File: src/design/swiv_pkg.sv
package swiv_pkg;

    // Defaults for the top-level parameters.
    localparam int MAX_WINDOW_DEF = 64;
    localparam int ID_BITS_DEF    = 10;
    localparam int SCORE_BITS_DEF = 16;

    // Configuration port layout.
    localparam int CFG_W     = 7;
    localparam int CFG_IDX_W = 1;

    localparam logic [CFG_IDX_W-1:0] REG_WINDOW_LENGTH = 1'b0;
    localparam logic [CFG_IDX_W-1:0] REG_VOTES_NEEDED  = 1'b1;

    localparam logic [CFG_W-1:0] WINDOW_LENGTH_RST = 7'd30;
    localparam logic [CFG_W-1:0] VOTES_NEEDED_RST  = 7'd10;

    // Commands shared by every cell of the chain.
    typedef struct packed {
        logic push;
        logic rotate;
    } t_cell_ctl;

    // Per-cell position decisions made by the top level.
    typedef struct packed {
        logic keep;
        logic wrap;
    } t_cell_sel;

endpackage

File: src/design/swiv_cell.sv
module swiv_cell #(
    parameter int ID_BITS    = swiv_pkg::ID_BITS_DEF,
    parameter int SCORE_BITS = swiv_pkg::SCORE_BITS_DEF,
    parameter int CNT_W      = 7
) (
    input  logic                  i_clk,
    input  logic                  i_rst_n,
    input  swiv_pkg::t_cell_ctl   i_ctl,
    input  swiv_pkg::t_cell_sel   i_sel,
    input  logic                  i_push_hit,
    input  logic [ID_BITS-1:0]    i_push_id,
    input  logic [SCORE_BITS-1:0] i_push_score,
    input  logic                  i_nxt_hit,
    input  logic [ID_BITS-1:0]    i_nxt_id,
    input  logic [SCORE_BITS-1:0] i_nxt_score,
    input  logic [CNT_W-1:0]      i_nxt_cnt,
    input  logic [SCORE_BITS-1:0] i_nxt_mx,
    input  logic                  i_bc_hit,
    input  logic [ID_BITS-1:0]    i_bc_id,
    input  logic [SCORE_BITS-1:0] i_bc_score,
    input  logic [CNT_W-1:0]      i_bc_cnt,
    input  logic [SCORE_BITS-1:0] i_bc_mx,
    output logic                  o_hit,
    output logic [ID_BITS-1:0]    o_id,
    output logic [SCORE_BITS-1:0] o_score,
    output logic [CNT_W-1:0]      o_cnt,
    output logic [SCORE_BITS-1:0] o_mx
);

    logic                  r_hit;
    logic [ID_BITS-1:0]    r_id;
    logic [SCORE_BITS-1:0] r_score;
    logic [CNT_W-1:0]      r_cnt;
    logic [SCORE_BITS-1:0] r_mx;

    logic                  w_src_hit;
    logic [ID_BITS-1:0]    w_src_id;
    logic [SCORE_BITS-1:0] w_src_score;
    logic [CNT_W-1:0]      w_src_cnt;
    logic [SCORE_BITS-1:0] w_src_mx;
    logic                  w_match;
    logic [CNT_W-1:0]      n_cnt;
    logic [SCORE_BITS-1:0] n_mx;

    // The tail of the active window takes the head entry so the window closes into a ring.
    always_comb begin
        if (i_sel.wrap) begin
            w_src_hit   = i_bc_hit;
            w_src_id    = i_bc_id;
            w_src_score = i_bc_score;
            w_src_cnt   = i_bc_cnt;
            w_src_mx    = i_bc_mx;
        end else begin
            w_src_hit   = i_nxt_hit;
            w_src_id    = i_nxt_id;
            w_src_score = i_nxt_score;
            w_src_cnt   = i_nxt_cnt;
            w_src_mx    = i_nxt_mx;
        end
        w_match = i_bc_hit & w_src_hit & (w_src_id == i_bc_id);
        n_cnt   = w_match ? w_src_cnt + CNT_W'(1) : w_src_cnt;
        n_mx    = (w_match && (i_bc_score > w_src_mx)) ? i_bc_score : w_src_mx;
    end

    always_ff @(posedge i_clk) begin
        if (!i_rst_n) begin
            r_hit <= 1'b0;
        end else if (i_ctl.push) begin
            r_hit <= i_push_hit & i_sel.keep;
        end else if (i_ctl.rotate) begin
            r_hit <= w_src_hit;
        end
    end

    always_ff @(posedge i_clk) begin
        if (i_ctl.push) begin
            r_id    <= i_push_id;
            r_score <= i_push_score;
            r_cnt   <= '0;
            r_mx    <= '0;
        end else if (i_ctl.rotate) begin
            r_id    <= w_src_id;
            r_score <= w_src_score;
            r_cnt   <= n_cnt;
            r_mx    <= n_mx;
        end
    end

    assign o_hit   = r_hit;
    assign o_id    = r_id;
    assign o_score = r_score;
    assign o_cnt   = r_cnt;
    assign o_mx    = r_mx;

endmodule

File: config.mk
export PLATFORM = sky130hd
export DESIGN_NAME = swiv_cell
export DESIGN_NICKNAME = d
export VERILOG_FILES = /design/src/design/swiv_pkg.sv /design/src/design/swiv_cell.sv
export SDC_FILE = /design/constraint.sdc
export NUM_CORES = 1
export LEC_CHECK = 0
export BUFFER_PORTS_ARGS = -buffer_cell sky130_fd_sc_hd__buf_2
export CORE_MARGIN = 1.5
export CORE_UTILIZATION = 30
export DETAILED_ROUTE_END_ITERATION = 10
export SYNTH_ARGS = -nofsm -noshare
export SYNTH_HDL_FRONTEND = slang
export SYNTH_SLANG_ARGS = --single-unit
File: constraint.sdc
create_clock -name i_clk -period 2.8 [get_ports i_clk]
set_input_delay 0.14 -clock i_clk [delete_from_list [all_inputs] [get_ports i_clk]]
set_output_delay 0.14 -clock i_clk [all_outputs]
set_load 0.005 [all_outputs]
# Word level (Yosys, flattened, before mapping)
# Index checks and enable logic that the tools add are counted.
dict set report totals {
  output_inout_bits 50
  register_bits 50
  inputBits 133
}
dict set report op_classes {
  addsub 1
  reduce_logical 2
  n_bitwise 3
  n_lt_le_gt_ge 1
  n_eq_ne 1
  mux 13
}
# op count
set op_table {}
lappend op_table {{2-to-1 mux 16 bit} 5}
lappend op_table {{2-to-1 mux 10 bit} 3}
lappend op_table {{> comparator 16 bit} 1}
lappend op_table {{2-to-1 mux 7 bit} 2}
lappend op_table {{== test 10 bit} 1}
lappend op_table {{adder 7 x 1 -> 7 bit, second input constant} 1}
lappend op_table {{AND 1 bit} 3}
lappend op_table {{2-to-1 mux 1 bit} 3}
lappend op_table {{nonzero test 2 bit} 1}
lappend op_table {{logical AND 1 bit} 1}

# Depth between registers and ports, before layout
# Gate-level depths: netlist of run 1.
dict set report depth {
  ltp_word 5
  depth_mapped 12
  mapped_depth_nobuf 8
}

# Worst setup path after synthesis of run 1
# Ideal clock, no wire load.
dict set report synth_timing {
  kind {input port to flip-flop}
  from {in i_sel[0] (netlist name)}
  to {reg r_mx[11], in the netlist o_mx[11]}
  n_path_buf 4
  setup_ps 117
  cell_stages 12
  arrival_time_ps 2949
  path_slack_ps -267
  path_cell_list {clkbuf_1 > buf_2 > buf_2 > mux2i_1 > ha_1 > nand4_1 > or4_1 > a21o_1 > o211a_2 > buf_6 > or3_1 > a32o_1}
}
dict set report synth_via {
  elab_chain_cells 5
  elab_cells_between_ends 9
  classes_between {order compare: 1; eq/ne: 1; mux: 4; bitwise: 2; reduce/logical: 1}
}
# item line
set synth_lines {}
lappend synth_lines {{start: declaration} swiv_cell.sv:9} ;# input swiv_pkg::t_cell_sel i_sel,
lappend synth_lines {{branches (longest 4 deep; another with > comparator 16 bit)} n/a}
lappend synth_lines {{2-to-1 mux 16 bit *} swiv_cell.sv:62} ;# n_mx = (w_match && (i_bc_score > w_src_mx)) ? i_bc_score : w_src_mx;
lappend synth_lines {{end signal: assignment} swiv_cell.sv:85} ;# r_mx <= n_mx;
lappend synth_lines {{end: declaration} swiv_cell.sv:34} ;# logic [SCORE_BITS-1:0] r_mx;
# Mark *: on every way between the ends.
# A chain may end at the register's enable or synchronous reset.

# Worst setup path in the final report of run 1
dict set report layout_timing {
  from {in i_sel[0] (netlist name)}
  to {reg r_mx[8], in the netlist o_mx[8]}
}
# The elaborated chain is that of the path after synthesis.

==> results of run 1 <==
## how the worst min path moves through the flow
stage                               endpoint  depth (start not counted)     from  slack [ns]
after floorplan           o_hit$_SDFFE_PN0P_                          1  i_rst_n        0.27
after global placement    o_hit$_SDFFE_PN0P_                          2  i_rst_n        0.36
after detailed placement  o_hit$_SDFFE_PN0P_                          2  i_rst_n        0.37
after CTS                 o_hit$_SDFFE_PN0P_                          2  i_rst_n        0.06
after global routing      o_hit$_SDFFE_PN0P_                          2  i_rst_n        0.06
final                     o_hit$_SDFFE_PN0P_                          2  i_rst_n        0.06
## per-layer routing
layer,wire length (um),global-route usage [%],up-vias
met5,0,0,-
met1,4360,22.2,1415
met4,204,5.41,0
li1,-,-,1555
met3,551,3.03,14
met2,4430,29.1,110
## where the power goes
part / total (mW) / switching [mW] / internal, mW
Sequential: 0.872 / 0.0234 / 0.848
Combinational: 0.476 / 0.244 / 0.232
Clock: 0.512 / 0.244 / 0.268
Total: 1.86 / 0.511 / 1.35
## through the flow
stage               worst slack, ns  utilization (%)
floorplan                    0.0429                -
global placement             0.0551             41.0
detailed placement          -0.0375             41.0
CTS                           0.298             42.1
global route                  0.129             42.1
finish                        0.311             42.1
## cell type report
cell class	instances	area, um2
clock inverters	1	30.0
multi-input cells	247	1780
repair buffers	190	996
clock buffers	7	76.3
inverters	2	7.51
fillers	1043	5950
well taps	136	170
flip-flops and latches	50	1260
## sequential cells by signal (all words and copies together), names as in the netlist
name,cells
o_cnt,7
o_id,10
o_mx,16
o_hit,1
o_score,16
## synthesized netlist by cell type, types with 2 or more instances
library cell / number
sky130_fd_sc_hd__o21ai_0: 48
sky130_fd_sc_hd__mux2i_1: 45
sky130_fd_sc_hd__nand2_1: 41
sky130_fd_sc_hd__edfxtp_1: 26
sky130_fd_sc_hd__dfxtp_1: 24
sky130_fd_sc_hd__ha_1: 17
sky130_fd_sc_hd__a32o_1: 16
sky130_fd_sc_hd__or3_1: 16
sky130_fd_sc_hd__clkbuf_1: 14
sky130_fd_sc_hd__xor2_1: 13
sky130_fd_sc_hd__a21oi_1: 10
sky130_fd_sc_hd__buf_2: 5
sky130_fd_sc_hd__mux2_2: 5
sky130_fd_sc_hd__nand3_1: 4
sky130_fd_sc_hd__nand2b_1: 3
sky130_fd_sc_hd__nand4_1: 3
sky130_fd_sc_hd__nor2b_1: 3
sky130_fd_sc_hd__a211oi_1: 2
sky130_fd_sc_hd__a21o_1: 2
sky130_fd_sc_hd__buf_6: 2
sky130_fd_sc_hd__inv_1: 2
sky130_fd_sc_hd__nor2_1: 2
sky130_fd_sc_hd__nor4_1: 2
sky130_fd_sc_hd__o31ai_1: 2
sky130_fd_sc_hd__xnor2_1: 2
## cell families after synthesis
kind of cell / Yosys count
AO/OA/AOI/OAI: 87
XOR/XNOR: 15
adder cells (fa/ha/maj): 17
buffers and inverters: 24
flip-flops: 50
multiplexers: 50
AND/OR/NAND/NOR: 78
## placed cells by master, fill, tap and decap left out, types with 6 or more instances in the layout
cell / n
sky130_fd_sc_hd__buf_2: 182
sky130_fd_sc_hd__o21ai_0: 48
sky130_fd_sc_hd__mux2i_1: 45
sky130_fd_sc_hd__nand2_1: 41
sky130_fd_sc_hd__edfxtp_1: 26
sky130_fd_sc_hd__dfxtp_1: 24
sky130_fd_sc_hd__ha_1: 17
sky130_fd_sc_hd__or3_1: 16
sky130_fd_sc_hd__a32o_1: 16
sky130_fd_sc_hd__xor2_1: 13
sky130_fd_sc_hd__a21oi_1: 10
sky130_fd_sc_hd__buf_4: 6
==> metrics.md, run 1 <==
| Metric | Value |
|---|---|
| I/O pin total | `183` |
| Final hold viol count | `0` |
| Tightest Pin Transition | `1.28 ns` |
| Post-synthesis cell type with the largest combined area | `sky130_fd_sc_hd__edfxtp_1` |
| Number of buffers inserted during clock tree synthesis | `5` |
| Setup TNS | `0 ns` |
| Antenna Nets Post-Route | `0` |
| Peak VDD IR | `0.173 mV` |
| Post-synth cell types | `37` |
| Placement row count | `37` |
| Number of pins exceeding their max-slew limit in the final report | `0` |
| Headroom to the max-slew limit | `14.5%` |
| Flip-flop and latch count after synthesis | `50` |
| Detailed Route WL | `9550 um` |
| Crit path buf inv count | `2` |
| Share of the synthesized netlist area taken by xor and xnor gates | `4.17%` |
| Main combinational cell family by area after synthesis | `compound AO/OA/AOI/OAI gates` |
| Antenna violations before repair | `0` |
| Max Fclk | `402 MHz` |
| Weighted congestion reported at the end of routability-driven placement | `0.825` |
| Yosys warnings | `0` |
| Worst hold slack after final layout | `0.0585 ns` |
| First-pass GRT wire length | `15100 um` |
| Drt initial violations | `139` |
| Largest cells by area after synthesis | `sky130_fd_sc_hd__edfxtp_1 (25%), sky130_fd_sc_hd__dfxtp_1 (15%), sky130_fd_sc_hd__mux2i_1 (14%), sky130_fd_sc_hd__o21ai_0 (7.6%), sky130_fd_sc_hd__ha_1 (6.7%)` |
| Total DRC errors in the routed layout | `0` |
| Synth Area in Adders | `6.75%` |
| Peak per-stage delay on the critical path | `0.50 ns` |
| Unrepaired setup endpoints after global routing | `false` |
| Library cell used as clock root buffer | `sky130_fd_sc_hd__clkbuf_8` |
| Crit path from | `i_sel[0]` |
| Depth of the CTS H-tree | `2` |
| Number of sinks on the clock net | `50` |
| Post-route cell area | `4320 um2` |
| Final worst path period need | `2.49 ns` |
| Sequential cell area fraction in the yosys report | `40.0%` |
| EDFF count, synth | `26` |
| Clock tree from TritonCTS | `yes` |
| Status | `complete, no violations` |
| Critical Path RT | `3.00 ns` |
| Ordered list of cells on the worst path | `buf_2 -> buf_12 -> mux2i_1 -> ha_1 -> nand4_1 -> or4_1 -> a21o_1 -> o211a_2 -> or3_1 -> a32o_1` |
| Slack of the worst reg-to-reg path | `1.92 ns` |
| Layout area overhead | `37.1%` |
| Clock latency on the worst-skew pair | `0.30 ns` |
| Hold_buf cts | `0` |
| PD cells | `430 nW/um2` |
| Via count of the first global-routing pass | `3131` |
| Portion of synthesized cell area occupied by the leading cell type | `24.8%` |
| Worst hold path class | `primary input to flop` |
| R2R depth | `4` |
| Data arrival time of the worst path | `2.69 ns` |
| Initial cell density of the core | `30.7%` |
| Total half-perimeter wirelength after legalization and detailed placement | `7580 um` |
| CP Max Fanout | `32` |
| Share of synthesized area spent on multiplexers | `16.1%` |
| Clock-pin transition on the worst setup and hold timing paths | `0.09 ns` |
| Post-Place Cell Area | `4220 um2` |
| Post CTS Setup Buffer Count | `0` |
| Kind of critical path | `primary input to flop` |
| Reg-to-reg startpoint | `o_hit$_SDFFE_PN0P_` |
| Type of destination of the critical path | `flop` |
| Number of nets in the synthesized netlist | `471` |
| Synthesized netlist cell count | `321` |
| Die Height | `106 um` |
| Fraction of registers with async set/reset | `0%` |
| Detailed-router iteration count before antenna repair | `4` |
| Pin count of the biggest net entering global routing | `56` |
| Total setup violations reported at the end of the flow | `0` |
| Port buffer count | `182` |
| Cell with the largest stage delay on the worst path | `sky130_fd_sc_hd__or4_1` |
| Post-route clock period utilization | `88.9%` |
| Average wire per cell in the routed design | `15.1 um` |
| Remaining Overflow, GRT | `0` |
| Kind of cell with the highest combined delay on the critical path | `simple AND/OR/NAND/NOR gates` |
| Cell Count Post-Placement | `625` |
| Worst setup SP type | `primary input` |
| Via count | `3094` |
| Last element of the critical path | `o_mx[8]$_SDFFE_PP0P_` |
| Post-synthesis average cell area | `9.82 um2` |
| Number of antenna cells inserted | `0` |
| # Max-Cap Violations | `0` |
| Core region area | `10300 um2` |
| Sum of internal, switching and leakage power | `1.86 mW` |
| Quantity of gates resized following cts | `0` |
| Total GRT Usage | `17.2%` |
| Total Die Area | `11100 um2` |
| Compound-cell area share of the yosys netlist | `17.6%` |
| Final layout net count | `646` |
| Layout cell share with drive strength beyond 1 | `41.2%` |
| Post-synth design cell area | `3150 um2` |
| Largest clock skew in the final design | `0 ns` |
| Post-DR vias/cell | `4.89` |
| Main synth FF type | `sky130_fd_sc_hd__edfxtp_1` |
| Clock Path Buffers | `2` |
| Simple logic cell fraction of the synthesized area | `11.9%` |
| Floorplan die width | `106 um` |
| Endpoint of the lowest-slack register-to-register path | `o_hit$_SDFFE_PN0P_` |
| Stages on the worst setup path | `10` |
| Final cell count without fillers | `633` |
| Cell leakage power | `2.05 nW` |
Note: power is estimated with default switching activity, not from simulation.
==> run 2, diff against run 1 <==
--- a/config.mk
+++ b/config.mk
@@ -7,8 +7,10 @@
 export LEC_CHECK = 0
 export BUFFER_PORTS_ARGS = -buffer_cell sky130_fd_sc_hd__buf_2
 export CORE_MARGIN = 1.5
-export CORE_UTILIZATION = 30
+export CORE_UTILIZATION = 40
 export DETAILED_ROUTE_END_ITERATION = 10
+export PLACE_DENSITY = 0.77
+export RECOVER_POWER = 100
 export SYNTH_ARGS = -nofsm -noshare
 export SYNTH_HDL_FRONTEND = slang
 export SYNTH_SLANG_ARGS = --single-unit
==> metrics.md, run 2 (synthesized netlist as in run 1, its figures left out) <==
| Metric | Value |
|---|---|
| Core region area | `7690 um2 (-25%)` |
| Via count | `3176 (+2.7%)` |
| Detailed Route WL | `9540 um (about the same)` |
| Layout filler cell count | `725 (-30%)` |
| Total setup violations reported at the end of the flow | `0 (unchanged)` |
| Final core utilization | `54.9% (+13 points)` |
| Clock latency on the worst-skew pair | `0.30 ns (about the same)` |
| Post CTS Setup Buffer Count | `0 (unchanged)` |
| Clock group share of total power | `25.0% (-2.5 points)` |
| I/O pin total | `183 (unchanged)` |
| Reg-to-reg startpoint | `o_hit$_SDFFE_PN0P_` |
| Clock Path Buffers | `2 (unchanged)` |
| Number of sinks on the clock net | `50 (unchanged)` |
| Max Fclk | `389 MHz (-3.1%)` |
| Ordered list of cells on the worst path | `clkbuf_2 -> buf_12 -> mux2i_1 -> ha_1 -> nand4_1 -> or4_1 -> a21o_1 -> o211a_2 -> or3_1 -> a32o_1` |
| Worst setup SP type | `primary input` |
| Cell Count Post-Placement | `590 (-5.6%)` |
| Number of pins exceeding their max-slew limit in the final report | `56 (+56)` |
| Floorplan die width | `91.8 um (-13%)` |
| Failing checks | `capacitance limit, slew limit` |
| Data arrival time of the worst path | `2.76 ns (+0.07 ns)` |
| Final layout net count | `645 (-0.15%)` |
| Most frequent cells in the layout | `sky130_fd_sc_hd__buf_2 (152), sky130_fd_sc_hd__o21ai_0 (48), sky130_fd_sc_hd__mux2i_1 (45)` |
| Number of antenna cells inserted | `0 (unchanged)` |
| Antenna violations before repair | `0 (unchanged)` |
| Most common library cell in the layout ignoring fill and taps | `sky130_fd_sc_hd__buf_2` |
| PD cells | `425 nW/um2 (-1.2%)` |
| Detailed-router iteration count before antenna repair | `4 (unchanged)` |
| Port buffer count | `182 (unchanged)` |
| Total DRC errors in the routed layout | `0 (unchanged)` |
| Sum of internal, switching and leakage power | `1.79 mW (-3.6%)` |
| Kind of cell with the highest combined delay on the critical path | `simple AND/OR/NAND/NOR gates` |
| Tightest Pin Transition | `1.95 ns (+0.671 ns)` |
| Largest clock skew in the final design | `0 ns (unchanged)` |
| Hold_buf cts | `0 (unchanged)` |
| Status | `complete, but fails checks` |
| Post-DR vias/cell | `5.31 (+8.7%)` |
| Average wire per cell in the routed design | `16.0 um (+5.8%)` |
| Clock-pin transition on the worst setup and hold timing paths | `0.09 ns (about the same)` |
| Internal portion of total power | `1.27 mW (-5.7%)` |
| Post-Place Cell Area | `4170 um2 (-1.2%)` |
| # Max-Cap Violations | `1 (+1)` |
| Worst setup slack after layout | `0.232 ns (-0.0794 ns)` |
| Unrepaired setup endpoints after global routing | `false` |
| Total GRT Usage | `22.3% (+5.2 points)` |
| Library cell used as clock root buffer | `sky130_fd_sc_hd__clkbuf_8` |
| Depth of the CTS H-tree | `2 (unchanged)` |
| Footprint of the multi-input gates | `1780 um2 (-0.14%)` |
| CP Max Fanout | `32 (unchanged)` |
| Die Height | `91.8 um (-13%)` |
| Dpl ws | `-0.0461 ns (-0.00863 ns)` |
| Via count of the first global-routing pass | `3196 (+2.1%)` |
| Kind of critical path | `primary input to flop` |
| Headroom to the max-slew limit | `-30.1% (-45 points)` |
| Cell leakage power | `1.94 nW (-5.3%)` |
| Startpoint of the lowest-slack hold path | `i_rst_n` |
| Final cell count without fillers | `598 (-5.5%)` |
| Total Die Area | `8420 um2 (-24%)` |
| Antenna Nets Post-Route | `0 (unchanged)` |
| Layout cell share with drive strength beyond 1 | `35.1% (-6.2 points)` |
| Relative contribution of sequential cells to total power | `48.6% (+1.7 points)` |
| Worst hold path class | `primary input to flop` |
| Crit path buf inv count | `2 (unchanged)` |
| Remaining Overflow, GRT | `0 (unchanged)` |
| Peak per-stage delay on the critical path | `0.55 ns (+0.05 ns)` |
| Quantity of gates resized following cts | `0 (unchanged)` |
| First-pass GRT wire length | `14900 um (-1.8%)` |
| Clock tree from TritonCTS | `yes` |
| Drt initial violations | `87 (-37%)` |
| Total area of sequential cells | `1260 um2 (unchanged)` |
| Number of buffers inserted during clock tree synthesis | `5 (unchanged)` |
| Pin count of the biggest net entering global routing | `56 (unchanged)` |
| Post-route clock period utilization | `91.7% (+2.8 points)` |
| Post-route cell area | `4220 um2 (-2.5%)` |
| Switching fraction of total power | `29.1% (+1.6 points)` |
| Cell with the largest stage delay on the worst path | `sky130_fd_sc_hd__or4_1` |
| Final hold viol count | `0 (unchanged)` |
| Psw | `521 uW (+1.8%)` |
| Combinational share of power | `26.4% (+0.8 points)` |
| Layout area overhead | `33.7%` |
| Peak VDD IR | `0.213 mV (+23%)` |
| Critical Path RT | `2.99 ns (about the same)` |
| Total half-perimeter wirelength after legalization and detailed placement | `7480 um (-1.2%)` |
| Type of destination of the critical path | `flop` |
| Final worst path period need | `2.57 ns (+0.0794 ns)` |
| Placement row count | `32 (-14%)` |
| Weighted congestion reported at the end of routability-driven placement | `0.899 (+9.0%)` |
| Initial cell density of the core | `41.0% (+10 points)` |
| Crit path from | `i_sel[0]` |
## run 2: power groups by stage
stage	clock network [mW]	registers, mW	logic [mW]
final	0.447	0.872	0.473
after global routing	0.488	0.880	0.527
after CTS	0.456	0.871	0.486
after detailed placement	0	0.888	0.484
after global placement	0	0.886	0.470
after floorplan	0	0.898	0.239
## run 2: metrics by stage
stage	setup TNS, ns	hold slack (ns)
floorplan	0	0.268
global placement	0	0.359
detailed placement	-0.383	0.378
CTS	0	0.0640
global route	0	0.0618
finish	0	0.0588
## run 2: path summary, 6_finish.rpt
kind / end / slack [ns] / cells past startpoint
worst min-delay path: o_hit$_SDFFE_PN0P_ / 0.06 / 2
worst min register to register: o_cnt[2]$_SDFFE_PP0P_ / 0.46 / 2
worst max register to register: o_hit$_SDFFE_PN0P_ / 1.83 / 4
worst max-delay path: o_mx[12]$_SDFFE_PP0P_ / 0.23 / 10
## run 2: worst register-to-register path, cell delays in order, from the launching register on
cell and delay (ns):
sky130_fd_sc_hd__dfxtp_1 0.36, sky130_fd_sc_hd__nor2_1 0.05, sky130_fd_sc_hd__a311oi_1 0.24, sky130_fd_sc_hd__a31oi_1 0.07, sky130_fd_sc_hd__nor2b_1 0.18
## run 2: final cells by class
cell class / count / area share [%]
clock buffers: 7 / 2.05
clock inverters: 1 / 0.119
repair buffers: 189 / 22.5
flip-flops and latches: 50 / 29.9
multi-input cells: 247 / 42.2
well taps: 102 / 3.03
inverters: 2 / 0.178
## run 2: layer usage
metal  global-route usage, %  share of wire (%)  up-vias
li1                        -                  -     1549
met1                    25.1                 40     1438
met2                    40.2                 48      168
met3                    5.14                8.1       21
met4                    9.74                3.5        0
met5                       0                  0        -
==> run 3, diff against run 2 <==
==> constraint.sdc (replaced) <==
create_clock -name i_clk -period 2.3 [get_ports i_clk]
set_input_delay 0.115 -clock i_clk [delete_from_list [all_inputs] [get_ports i_clk]]
set_output_delay 0.115 -clock i_clk [all_outputs]
set_load 0.005 [all_outputs]
==> metrics.md, run 3 (synthesized netlist as in run 1, its figures left out) <==
| Metric | Value |
|---|---|
| Combinational share of power | `29.6% (+3.2 points)` |
| Die Height | `91.8 um (unchanged)` |
| Final core utilization | `59.0% (+4.1 points)` |
| Final layout net count | `670 (+3.9%)` |
| Max Fclk | `436 MHz` |
| Number of antenna cells inserted | `0 (unchanged)` |
| Psw | `648 uW (+24%)` |
| Pin count of the biggest net entering global routing | `57 (+1.8%)` |
| Number of pins exceeding their max-slew limit in the final report | `0 (-100%)` |
| Relative contribution of sequential cells to total power | `47.8% (-0.8 points)` |
| Detailed-router iteration count before antenna repair | `4 (unchanged)` |
| Sum of internal, switching and leakage power | `2.22 mW (+24%)` |
| Clock-pin transition on the worst setup and hold timing paths | `0.10 ns (about the same)` |
| Drt initial violations | `129 (+48%)` |
| Library cell used as clock root buffer | `sky130_fd_sc_hd__clkbuf_8` |
| Ordered list of cells on the worst path | `buf_12 -> buf_12 -> mux2i_2 -> ha_1 -> nand4_1 -> or4_4 -> a21o_1 -> o211a_4 -> or3_4 -> a32o_1` |
| Internal portion of total power | `1.57 mW (+23%)` |
| Total DRC errors in the routed layout | `0 (unchanged)` |
| Antenna Nets Post-Route | `0 (unchanged)` |
| Headroom to the max-slew limit | `14.4% (+45 points)` |
| Number of buffers inserted during clock tree synthesis | `5 (unchanged)` |
| Average wire per cell in the routed design | `15.9 um (-0.20%)` |
| First-pass GRT wire length | `14900 um (+0.51%)` |
| Remaining Overflow, GRT | `0 (unchanged)` |
| Peak VDD IR | `0.213 mV (about the same)` |
| Total half-perimeter wirelength after legalization and detailed placement | `7350 um (-1.8%)` |
| CP Max Fanout | `8 (-75%)` |
| Layout filler cell count | `723 (-0.28%)` |
| Critical Path RT | `2.51 ns (-0.48 ns)` |
| Worst setup SP type | `primary input` |
| Worst hold path class | `primary input to flop` |
| Most frequent cells in the layout | `sky130_fd_sc_hd__buf_2 (157), sky130_fd_sc_hd__o21ai_0 (47), sky130_fd_sc_hd__nand2_1 (41)` |
| Cell with the largest stage delay on the worst path | `sky130_fd_sc_hd__or4_4` |
| Tightest Pin Transition | `1.28 ns (-0.670 ns)` |
| Data arrival time of the worst path | `2.50 ns (-0.26 ns)` |
| Type of destination of the critical path | `flop` |
| Total GRT Usage | `22.4% (+0.047 points)` |
| Cell leakage power | `2.09 nW (+7.6%)` |
| Layout area overhead | `43.8%` |
| Status | `complete, no violations` |
| Final worst path period need | `2.29 ns` |
| Total Die Area | `8420 um2 (unchanged)` |
| Total setup violations reported at the end of the flow | `0 (unchanged)` |
| Post-route clock period utilization | `99.8%` |
| Unrepaired setup endpoints after global routing | `true` |
| Depth of the CTS H-tree | `2 (unchanged)` |
| Setup TNS | `0 ns (unchanged)` |
| Peak per-stage delay on the critical path | `0.50 ns (-0.05 ns)` |
| Clock tree from TritonCTS | `yes` |
| Largest clock skew in the final design | `0 ns (unchanged)` |
| Final hold viol count | `0 (unchanged)` |
| Weighted congestion reported at the end of routability-driven placement | `0.821 (-8.7%)` |
| Critical Path Most Common Cell | `sky130_fd_sc_hd__buf_12` |
| Number of sinks on the clock net | `50 (unchanged)` |
| Worst hold slack after final layout | `0.0529 ns (-0.00594 ns)` |
| Layout cell share with drive strength beyond 1 | `41.3% (+6.2 points)` |
| Clock latency on the worst-skew pair | `0.30 ns (about the same)` |
| # Max-Cap Violations | `0 (-1)` |
| Antenna violations before repair | `0 (unchanged)` |
| Switching fraction of total power | `29.2% (+0.16 points)` |
| Placement row count | `32 (unchanged)` |
| Core region area | `7690 um2 (unchanged)` |
| Port buffer count | `182 (unchanged)` |
| Floorplan die width | `91.8 um (unchanged)` |
| Hold_buf cts | `0 (unchanged)` |
| Initial cell density of the core | `41.0% (unchanged)` |
| Most common library cell in the layout ignoring fill and taps | `sky130_fd_sc_hd__buf_2` |
| I/O pin total | `183 (unchanged)` |
| Kind of critical path | `primary input to flop` |
| Detailed Route WL | `9920 um (+4.0%)` |
| Post-DR vias/cell | `5.25 (-1.2%)` |
| Via count | `3268 (+2.9%)` |
| Clock group share of total power | `22.6% (-2.4 points)` |
| PD cells | `489 nW/um2 (+15%)` |
| Via count of the first global-routing pass | `3185 (-0.34%)` |
| Clock Path Buffers | `2 (unchanged)` |
[run 3: cell count changes in the layout (fill, tap and decap cells not counted), sizes merged]
cell	delta
buf	+26
clkbuf	-4
o211a	+2
clkinvlp	+1
[run 3: area by class of cell]
type	count	area [um2]	area share, %
tap	102	128	2.81
timing repair buffer	212	1190	26.3
inverter	2	7.51	0.166
multi-input combinational	249	1860	41.1
sequential	50	1260	27.8
clock inverter	2	8.76	0.193
clock buffer	6	72.6	1.60
[run 3: metrics by stage]
stage / setup slack (ns) / cells / cell area (um2)
after global routing: -0.0630 / 623 / 4530
after CTS: 0.00781 / 616 / 4400
after floorplan: -0.321 / 321 / 3190
after detailed placement: -0.407 / 606 / 4290
final: 0.00513 / 623 / 4530
after global placement: -0.328 / 606 / 4290
[run 3: layer usage]
layer / GRT usage, % / part of all wire (%) / up-vias
li1: - / - / 1609
met1: 29.7 / 43 / 1529
met2: 38.3 / 50 / 119
met3: 2.82 / 6.0 / 11
met4: 6.28 / 1.2 / 0
met5: 0 / 0 / -
[run 3: final timing paths]
kind                               from                     to  slack [ns]  cells after the start
setup / recovery               i_sel[0]  o_mx[11]$_SDFFE_PP0P_       0.005                     10
hold / removal                  i_rst_n     o_hit$_SDFFE_PN0P_        0.05                      2
setup reg to reg     o_hit$_SDFFE_PN0P_     o_hit$_SDFFE_PN0P_        1.37                      4
hold reg to reg   o_cnt[1]$_SDFFE_PP0P_  o_cnt[1]$_SDFFE_PP0P_        0.46                      2
[run 3: critical path, delay by kind of cell]
kind | cells | cell delay (ns)
adders and majority gates | 1 | 0.31
and+or+nand+nor | 3 | 1.00
muxes | 1 | 0.15
AOI/OAI and AO/OA | 3 | 0.67
buffers and inverters | 2 | 0.25
[run 3: what timing repair did]
item / in CTS / in global routing
pin swaps: 0 / 6
gates resized for setup: 1 / 19
buffers inserted: 0 / 4
cloned: 2 / 3
endpoints found under the setup margin: 16 / 16
[run 3: power by group through the flow]
stage	Clock [mW]	Sequential, mW	Combinational, mW
6_report	0.501	1.06	0.656
5_1_grt	0.540	1.07	0.721
4_1_cts	0.512	1.06	0.624
3_5_place_dp	0	1.08	0.602
3_3_place_gp	0	1.08	0.587
2_1_floorplan	0	1.09	0.295
